### src/hdl/gept_pkg.sv
package gept_pkg;

   localparam int unsigned MM_W     = 12;
   localparam int unsigned RATE_W   = 16;
   localparam int unsigned FRAC_W   = 8;
   localparam int unsigned FILT_W   = MM_W + FRAC_W;
   localparam int unsigned PSTATE_W = 2;
   localparam int unsigned CSR_AW   = 3;
   localparam int unsigned CSR_DW   = RATE_W;
   localparam int unsigned REQ_DW   = 16;
   localparam int unsigned RSP_DW   = 24;

   // register indexes on the csr port
   typedef enum logic [CSR_AW-1:0] {
      CSR_GATE_LOW     = 3'd0,
      CSR_GATE_HIGH    = 3'd1,
      CSR_RATE         = 3'd2,
      CSR_FREE_ABOVE   = 3'd3,
      CSR_NEAR_BELOW   = 3'd4,
      CSR_CONTACT_LOW  = 3'd5,
      CSR_CONTACT_HIGH = 3'd6
   } csr_index_type;

   localparam logic [MM_W-1:0]   GATE_LOW_RST     = 12'd10;
   localparam logic [MM_W-1:0]   GATE_HIGH_RST    = 12'd1900;
   localparam logic [RATE_W-1:0] RATE_RST         = 16'd2621;
   localparam logic [MM_W-1:0]   FREE_ABOVE_RST   = 12'd500;
   localparam logic [MM_W-1:0]   NEAR_BELOW_RST   = 12'd230;
   localparam logic [MM_W-1:0]   CONTACT_LOW_RST  = 12'd240;
   localparam logic [MM_W-1:0]   CONTACT_HIGH_RST = 12'd260;

   typedef struct packed {
      logic [MM_W-1:0]   gate_low_mm;
      logic [MM_W-1:0]   gate_high_mm;
      logic [RATE_W-1:0] smoothing_rate;
      logic [MM_W-1:0]   free_above_mm;
      logic [MM_W-1:0]   near_below_mm;
      logic [MM_W-1:0]   contact_low_mm;
      logic [MM_W-1:0]   contact_high_mm;
   } cfg_type;

   typedef enum logic [3:0] {
      PROX_CLEAR    = 4'b0001,
      PROX_DETECTED = 4'b0010,
      PROX_NEARBY   = 4'b0100,
      PROX_CONTACT  = 4'b1000
   } prox_state_type;

   localparam logic [PSTATE_W-1:0] CODE_CLEAR    = 2'd0;
   localparam logic [PSTATE_W-1:0] CODE_DETECTED = 2'd1;
   localparam logic [PSTATE_W-1:0] CODE_NEARBY   = 2'd2;
   localparam logic [PSTATE_W-1:0] CODE_CONTACT  = 2'd3;

   typedef struct packed {
      logic [FILT_W-1:0]   filter;
      prox_state_type      state;
      logic                accept;
   } update_type;

   function automatic logic [PSTATE_W-1:0] state_code(prox_state_type st);
      logic [PSTATE_W-1:0] code;
      unique case (st)
         PROX_CLEAR:    code = CODE_CLEAR;
         PROX_DETECTED: code = CODE_DETECTED;
         PROX_NEARBY:   code = CODE_NEARBY;
         PROX_CONTACT:  code = CODE_CONTACT;
         default:       code = CODE_CLEAR;
      endcase
      return code;
   endfunction

endpackage

### src/hdl/gept_update.sv
module gept_update (
   input  logic [gept_pkg::MM_W-1:0]   sample_mm,
   input  logic [gept_pkg::FILT_W-1:0] filter_value,
   input  gept_pkg::prox_state_type    state,
   input  gept_pkg::cfg_type           cfg,
   output gept_pkg::update_type        upd
);
   import gept_pkg::*;

   localparam int unsigned DIFF_W = FILT_W + 1;
   localparam int unsigned PROD_W = DIFF_W + RATE_W + 1;

   logic                     accept;
   logic signed [DIFF_W-1:0] diff;
   logic signed [PROD_W-1:0] prod;
   logic signed [PROD_W-1:0] step;
   logic signed [DIFF_W:0]   sum;
   logic [FILT_W-1:0]        v;
   logic [FILT_W-1:0]        free_thr;
   logic [FILT_W-1:0]        near_thr;
   logic [FILT_W-1:0]        clo_thr;
   logic [FILT_W-1:0]        chi_thr;
   logic                     free_space;
   logic                     in_contact;
   prox_state_type           next_state;

   always_comb begin
      accept = (sample_mm >= cfg.gate_low_mm) && (sample_mm <= cfg.gate_high_mm);
      diff   = $signed({1'b0, sample_mm, {FRAC_W{1'b0}}}) - $signed({1'b0, filter_value});
      prod   = $signed({1'b0, cfg.smoothing_rate}) * diff;
      // arithmetic shift floors toward minus infinity
      step   = prod >>> RATE_W;
      sum    = $signed({2'b00, filter_value}) + $signed(step[DIFF_W:0]);
      v      = accept ? sum[FILT_W-1:0] : filter_value;
   end

   always_comb begin
      free_thr   = {cfg.free_above_mm, {FRAC_W{1'b0}}};
      near_thr   = {cfg.near_below_mm, {FRAC_W{1'b0}}};
      clo_thr    = {cfg.contact_low_mm, {FRAC_W{1'b0}}};
      chi_thr    = {cfg.contact_high_mm, {FRAC_W{1'b0}}};
      free_space = v > free_thr;
      in_contact = (v > clo_thr) && (v < chi_thr);
      unique case (state)
         PROX_CLEAR:    next_state = free_space ? PROX_CLEAR : PROX_DETECTED;
         PROX_DETECTED: begin
            priority if (free_space)    next_state = PROX_CLEAR;
            else if (v < near_thr)      next_state = PROX_NEARBY;
            else                        next_state = PROX_DETECTED;
         end
         PROX_NEARBY: begin
            priority if (free_space)    next_state = PROX_CLEAR;
            else if (in_contact)        next_state = PROX_CONTACT;
            else                        next_state = PROX_NEARBY;
         end
         PROX_CONTACT:  next_state = in_contact ? PROX_CONTACT : PROX_CLEAR;
         default:       next_state = PROX_CLEAR;
      endcase
   end

   assign upd.filter = v;
   assign upd.state  = next_state;
   assign upd.accept = accept;

endmodule

### src/hdl/gated_ema_proximity_tracker.sv
// Channel | Direction | Handshake            | Payload
// req     | in        | req_tvalid/tready    | req_tdata: sample_mm
// rsp     | out       | rsp_tvalid/tready    | rsp_tdata: smoothed, state, accepted
// csr     | in        | csr_we               | csr_addr, csr_wdata
//
// One transaction per cycle sustained while rsp_tready stays high; each request is held
// in the input register and its result in the result register, around the single
// multiply-add and threshold compare path.
// Synchronous active-high reset clears the filter, the proximity state and the csr
// registers to their defaults.
// A stalled result holds in the output register while one more request is held in the
// input register; req_tready drops only when both are full.
module gated_ema_proximity_tracker (
   input  logic                          clock,
   input  logic                          reset,
   input  logic                          req_tvalid,
   output logic                          req_tready,
   input  logic [gept_pkg::REQ_DW-1:0]   req_tdata,  // [11:0] sample_mm, [15:12] zero
   output logic                          rsp_tvalid,
   input  logic                          rsp_tready,
   // [19:0] smoothed_distance, [21:20] proximity_state, [22] sample_accepted, [23] zero
   output logic [gept_pkg::RSP_DW-1:0]   rsp_tdata,
   input  logic                          csr_we,
   input  logic [gept_pkg::CSR_AW-1:0]   csr_addr,
   input  logic [gept_pkg::CSR_DW-1:0]   csr_wdata
);
   import gept_pkg::*;

   cfg_type             cfg_ff, cfg_in;
   logic                in_valid_ff, in_valid_in;
   logic [MM_W-1:0]     in_sample_ff, in_sample_in;
   logic                out_valid_ff, out_valid_in;
   logic [RSP_DW-1:0]   out_data_ff, out_data_in;
   logic [FILT_W-1:0]   filter_ff, filter_in;
   prox_state_type      state_ff, state_in;
   update_type          upd;
   logic                advance;
   logic                req_take;

   gept_update u_update (
      .sample_mm    (in_sample_ff),
      .filter_value (filter_ff),
      .state        (state_ff),
      .cfg          (cfg_ff),
      .upd          (upd)
   );

   assign advance    = in_valid_ff && (!out_valid_ff || rsp_tready);
   assign req_tready = !in_valid_ff || advance;
   assign req_take   = req_tvalid && req_tready;
   assign rsp_tvalid = out_valid_ff;
   assign rsp_tdata  = out_data_ff;

   always_comb begin
      cfg_in = cfg_ff;
      if (csr_we) begin
         unique case (csr_addr)
            CSR_GATE_LOW:     cfg_in.gate_low_mm     = csr_wdata[MM_W-1:0];
            CSR_GATE_HIGH:    cfg_in.gate_high_mm    = csr_wdata[MM_W-1:0];
            CSR_RATE:         cfg_in.smoothing_rate  = csr_wdata[RATE_W-1:0];
            CSR_FREE_ABOVE:   cfg_in.free_above_mm   = csr_wdata[MM_W-1:0];
            CSR_NEAR_BELOW:   cfg_in.near_below_mm   = csr_wdata[MM_W-1:0];
            CSR_CONTACT_LOW:  cfg_in.contact_low_mm  = csr_wdata[MM_W-1:0];
            CSR_CONTACT_HIGH: cfg_in.contact_high_mm = csr_wdata[MM_W-1:0];
            default:          cfg_in = cfg_ff;
         endcase
      end
   end

   always_comb begin
      in_valid_in  = in_valid_ff;
      in_sample_in = in_sample_ff;
      out_valid_in = out_valid_ff;
      out_data_in  = out_data_ff;
      filter_in    = filter_ff;
      state_in     = state_ff;
      if (advance) begin
         in_valid_in = 1'b0;
      end
      if (req_take) begin
         in_valid_in  = 1'b1;
         in_sample_in = req_tdata[MM_W-1:0];
      end
      if (rsp_tready) begin
         out_valid_in = 1'b0;
      end
      // commit the state update together with the result
      if (advance) begin
         out_valid_in = 1'b1;
         out_data_in  = {1'b0, upd.accept, state_code(upd.state), upd.filter};
         filter_in    = upd.filter;
         state_in     = upd.state;
      end
   end

   always_ff @(posedge clock) begin
      if (reset) begin
         cfg_ff.gate_low_mm     <= GATE_LOW_RST;
         cfg_ff.gate_high_mm    <= GATE_HIGH_RST;
         cfg_ff.smoothing_rate  <= RATE_RST;
         cfg_ff.free_above_mm   <= FREE_ABOVE_RST;
         cfg_ff.near_below_mm   <= NEAR_BELOW_RST;
         cfg_ff.contact_low_mm  <= CONTACT_LOW_RST;
         cfg_ff.contact_high_mm <= CONTACT_HIGH_RST;
         in_valid_ff            <= 1'b0;
         out_valid_ff           <= 1'b0;
         filter_ff              <= '0;
         state_ff               <= PROX_CLEAR;
      end else begin
         cfg_ff       <= cfg_in;
         in_valid_ff  <= in_valid_in;
         out_valid_ff <= out_valid_in;
         filter_ff    <= filter_in;
         state_ff     <= state_in;
      end
   end

   always_ff @(posedge clock) begin
      in_sample_ff <= in_sample_in;
      out_data_ff  <= out_data_in;
   end

   a_filter_hold: assert property (@(posedge clock) disable iff (reset)
      !(advance && upd.accept) |=> $stable(filter_ff))
      else $error("filter changed without an accepted sample");

   a_advance_shows: assert property (@(posedge clock) disable iff (reset)
      advance |=> rsp_tvalid && (rsp_tdata[FILT_W-1:0] == filter_ff))
      else $error("result does not match committed filter value");

   a_stall_full: assert property (@(posedge clock) disable iff (reset)
      !req_tready |-> (in_valid_ff && out_valid_ff && !rsp_tready))
      else $error("request stalled while a stage was free");

   a_state_match: assert property (@(posedge clock) disable iff (reset)
      advance |=> (rsp_tdata[FILT_W+PSTATE_W-1:FILT_W] == state_code(state_ff)))
      else $error("reported state differs from machine state");

endmodule
### config.mk
export PLATFORM = sky130hd
export DESIGN_NAME = gated_ema_proximity_tracker
export DESIGN_NICKNAME = d
export VERILOG_FILES = /design/src/hdl/gept_pkg.sv /design/src/hdl/gept_update.sv /design/src/hdl/gated_ema_proximity_tracker.sv
export SDC_FILE = /design/constraint.sdc
export NUM_CORES = 1
export LEC_CHECK = 0
export BUFFER_PORTS_ARGS = -buffer_cell sky130_fd_sc_hd__clkbuf_2
export CAP_MARGIN = 40
export CORE_MARGIN = 2
export CORE_UTILIZATION = 40
export CTS_BUF_LIST = sky130_fd_sc_hd__clkbuf_4
export DETAILED_ROUTE_END_ITERATION = 8
export SYNTH_ARGS = -nofsm -noshare
export SYNTH_HDL_FRONTEND = slang
export SYNTH_SLANG_ARGS = --single-unit
### constraint.sdc
create_clock -name clock -period 16.1 [get_ports clock]
set_clock_uncertainty 0.05 [all_clocks]
set_input_delay 1.61 -clock clock [delete_from_list [all_inputs] [get_ports clock]]
set_output_delay 1.61 -clock clock [all_outputs]
set_load 0.01 [all_outputs]
# Word-level counts from Yosys, hierarchy flattened
# Cells that the tools add are included.
# Widths: inputs -> output; s select.
[totals] output_inout_bits=26 register_bits=149 in_bits=40 wordCells=66
[op_classes] n_eq_ne=13 addsub=2 n_reduce_logical=18 n_mux=13 n_mul=1 order_cmp=6
[op_table] op="$gt 20x20->1" count=2
[op_table] op="$lt 20x20->1" count=2
[op_table] op="$mul 17x21->36" count=1
[op_table] op="$sub 20x20->21" count=1
[op_table] op="$add 20x20->20" count=1
[op_table] op="$mux 20" count=1
[op_table] op="$mux 4" count=4
[op_table] op="$pmux 4 s4" count=1
[op_table] op="$reduce_and 2->1" count=7
[op_table] op="$ge 12x12->1" count=1
[op_table] op="$le 12x12->1" count=1
[op_table] op="$eq 3x3->1 const B" count=3
[op_table] op="$eq 4x2->1 const B" count=2
[op_table] op="$eq 4x3->1 const B" count=2
[op_table] op="$eq 4x4->1 const B" count=2
[op_table] op="$eq 3x2->1 const B" count=2
[op_table] op="$pmux 2 s3" count=1
[op_table] op="$eq 4x1->1 const B" count=1
[op_table] op="$logic_and 1x1->1" count=4
[op_table] op="$mux 1" count=4
[op_table] op="$reduce_bool 2->1" count=2
[op_table] op="$eq 3x1->1 const B" count=1
[op_table] op="$logic_not 3->1" count=1
[op_table] op="$mux 3" count=1
[op_table] op="other kinds (3)" count=5

# Longest topological paths before layout
[logic_depth] word_depth=11 mapped_depth=51 depth_no_buf=49

# Hierarchy
# From an unflattened synthesis, not the netlist that was laid out.
[unflattened] hier_cells=2331 hier_area_um2=20742.4
[modules_own_cells] module="gept_update" n_inst=1 cells_each=1822 area_each_um2=15368.5 seq_area_each_um2=0.0
[modules_own_cells] module="gated_ema_proximity_tracker" n_inst=1 cells_each=509 area_each_um2=5373.9 seq_area_each_um2=3333.2

# Least setup slack after synthesis
# No wires, ideal clock.
[synth_path] path_kind="reg2reg" from="reg filter_ff[2]" to="reg out_data_ff[20] (netlist: rsp_tdata[20]) (data pin)" required_ns=15.788 stages_incl_launch_ff=48 arrival_time_ns=10.928 path_buffers=2 setup_ns=0.262 synth_period_minus_slack_ns=11.240 slack_ns=4.860 cell_sequence="dfxtp_1 > buf_2 > or4_4 > nor4_4 > a21oi_1 > o21bai_2 > a21oi_2 > a211oi_2 > o31a_1 > o21ai_2 > buf_2 > o311a_1 > fa_1 > fa_1 > fa_1 > inv_1 > fa_1 > fa_1 > [... 12 more ...] > o21ai_0 > a211oi_1 > o31ai_1 > o31ai_1 > o21ai_0 > xnor2_1 > and3_1 > nor3_1 > xnor2_1 > ha_1 > nand4_1 > nor2_1 > a221o_1 > a31oi_1 > nand3b_1 > o21ai_0 > o21a_1 > o2bb2ai_1"
[synth_rtl] element="from (decl)" line="gated_ema_proximity_tracker.sv:34" rtl="logic [FILT_W-1:0] filter_ff, filter_in;"
[synth_rtl] element="from (signal assigned)" line="gated_ema_proximity_tracker.sv:113" rtl="filter_ff <= filter_in;"
[synth_rtl] element="to (signal assigned)" line="gated_ema_proximity_tracker.sv:120" rtl="out_data_ff <= out_data_in;"
[synth_rtl] element="to (decl)" line="gated_ema_proximity_tracker.sv:33" rtl="logic [RSP_DW-1:0] out_data_ff, out_data_in;"

==> reports/summary.txt <==
Top-count cell post-synth: inv_1
IO Port Bufs: 60
Synth cell types: 71
Crit-path slowest cell: or4_4
Placed Cells incl. Taps: 3150
Post_cts resized: 0
Sequential share of the synthesized area: 0.158
Core Area: 52300 um2
Clk sink count: 149
DR pass1 iterations: 6
Syn_nets: 3011
Vias in the first global route: 17500
Fin crit share: 0.847
Layout area overhead: 7.36%
Ys async rst share: 0
Largest family of logic cells by synthesized area: adder cells
Worst Tran Pin Value: 828 ps
CP Launch Type: register
Die width: 233 um
Synth Register Bits: 149
Post-Synth Simple-Gate Area: 0.175
Top_reg_cell synth: dfxtp_1
Final Hold Violating Endpoints: 0
DRC Markers: 0
Syn Area/Cell: 8.56 um2
Largest net degree at the start of global routing: 54
Routed WL: 55600 um
Initial DRC Count: 996
Unrepaired setup endpoints after global routing: no
Setup Buffers After CTS: 0
Routed wire per std cell: 17.5 um
Starting Density: 0.402
Ranking of synthesized cells by area: fa_1 31%, ha_1 11%, dfxtp_1 11%
Crit path required time: 16390 ps
# IOs: 66
# Max-Cap Violations: 0
Post-synth EDFFs: 35
HPWL Detailed: 42500 um
CTS Hold Bufs: 0
Post-Synth Adder-Cell Area: 0.419
F_max: 73.3 MHz
Final Setup Violations: 0
Vias per cell: 5.24
Worst-path clk slew: 160 ps
Cell Area, Synth: 21100 um2
Nets: 3033
Critical Path AT: 13930 ps
Crit path kind: reg2reg
First-pass GRT wire length: 91700 um
Die Y: 233 um
Initial antenna violation count: 1
Critical-path maximum fanout: 9
Cell Count, Final, Fillers Out: 3183
Die ar.: 54500 um2
TritonCTS Buffers: 17
# rows: 84
Clock Latency Late Sink: 580 ps
Critical Path End Type: register
Gr usage total: 0.214
Compound-Gate Fraction of Synth Area: 0.101
Max Buffers Root-to-Sink: 2
CP max stage delay: 610 ps
Place WS: 2670 ps
Cell mode on critical path: fa_1
Root Driver: clkbuf_4
Final Max Slew Viols: 0
Synth Warn #: 0
Grt ovf: 0
Xor/xnor share of the synthesized area: 0.0266
Antenna Violating Nets Remaining: 0
Cell type with the highest aggregate area in the netlist: fa_1
Layout cells sized above 1: 0.0754
DR vias: 16700
Top cells by count, synth: 511 x inv_1, 408 x nand2_1, 322 x fa_1, 190 x ha_1, 132 x and2_1
HP Class: reg2reg
GP Congestion: 0.912
CTS tree: yes
Rel. slew slack: 0.448
Run status: completed
Synth top area share: 0.306
TNS Setup: 0 ps
Final worst path period need: 13640 ps
Gate Count Post-Synth: 2459
Post-synthesis mux area share: 0.00784
Htree depth: 4
Final WS setup: 2460 ps
## cell type report
type / instances / area (um2)
clock inverter: 15 / 184
antenna: 1 / 2.50
timing repair buffer: 115 / 778
inverter: 511 / 1920
sequential: 149 / 3330
fill: 5242 / 29700
tap: 688 / 861
multi-input combinational: 1687 / 15400
clock buffer: 17 / 128
## worst max-delay path, delay by kind of cell, from the launching register on
| kind | cells | cell delay [ps] |
|---|---|---|
| flip-flops | 1 | 460 |
| buffers and inverters | 4 | 380 |
| XOR/XNOR | 3 | 810 |
| AO/OA/AOI/OAI | 19 | 4460 |
| adder cells (fa/ha/maj) | 9 | 3970 |
| AND/OR/NAND/NOR | 14 | 3240 |
## layer usage
layer	up-vias	GRT usage	share of wire
met4	0	0.0514	0.021
met2	423	0.379	0.50
met1	8430	0.281	0.44
li1	7750	-	-
met5	-	0	0
met3	86	0.0184	0.039
## final timing paths
check | startpoint | to | slack, ps | cells after the start
worst max-delay path | filter_ff[2] | rsp_tdata[20] | 2460 | 49
worst min-delay path | cfg_ff[9] | cfg_ff[9] | 420 | 2
worst max register to register | filter_ff[2] | rsp_tdata[20] | 2460 | 49
worst min register to register | cfg_ff[9] | cfg_ff[9] | 420 | 2
## stage by stage
stage	utilization	hold WS, ps	area [um2]
6_report	0.432	415	22600
5_1_grt	0.432	433	22600
4_1_cts	0.432	416	22600
3_5_place_dp	0.426	397	22300
3_3_place_gp	0.423	392	22100
2_1_floorplan	-	386	21100
## placed cells by master (no fill, tap or decap), drive strengths merged, types with 17 or more instances in the layout
cell type and instances:
inv 516, nand2 408, dfxtp 114, nand4b 17, nor2 74, a21oi 115
nand4 19, o211ai 32, a21o 32, a211oi 17, nand3 24, clkbuf 77
and2 132, o21ai 34, a31oi 21, ha 190, nor3 24, and3 19
buf 55, fa 322, xnor2 48, edfxtp 35
## kinds of logic after synthesis
kind of cell,after synthesis
other,1
xor gates and xnor gates,64
AOI/OAI and AO/OA,322
muxes,15
adders and majority gates,512
DFF,149
buffers and inverters,623
and+or+nand+nor,773
## state kept, by name, summed over array words and instances (netlist names)
register,count
cfg_ff,88
filter_ff,20
in_sample_ff,12
in_valid_ff,1
rsp_tdata,23
rsp_tvalid,1
state_ff,4
Power is left out: the tool's default activity adds up to more than one toggle a clock period on the data nets, which glitch-free logic cannot reach.
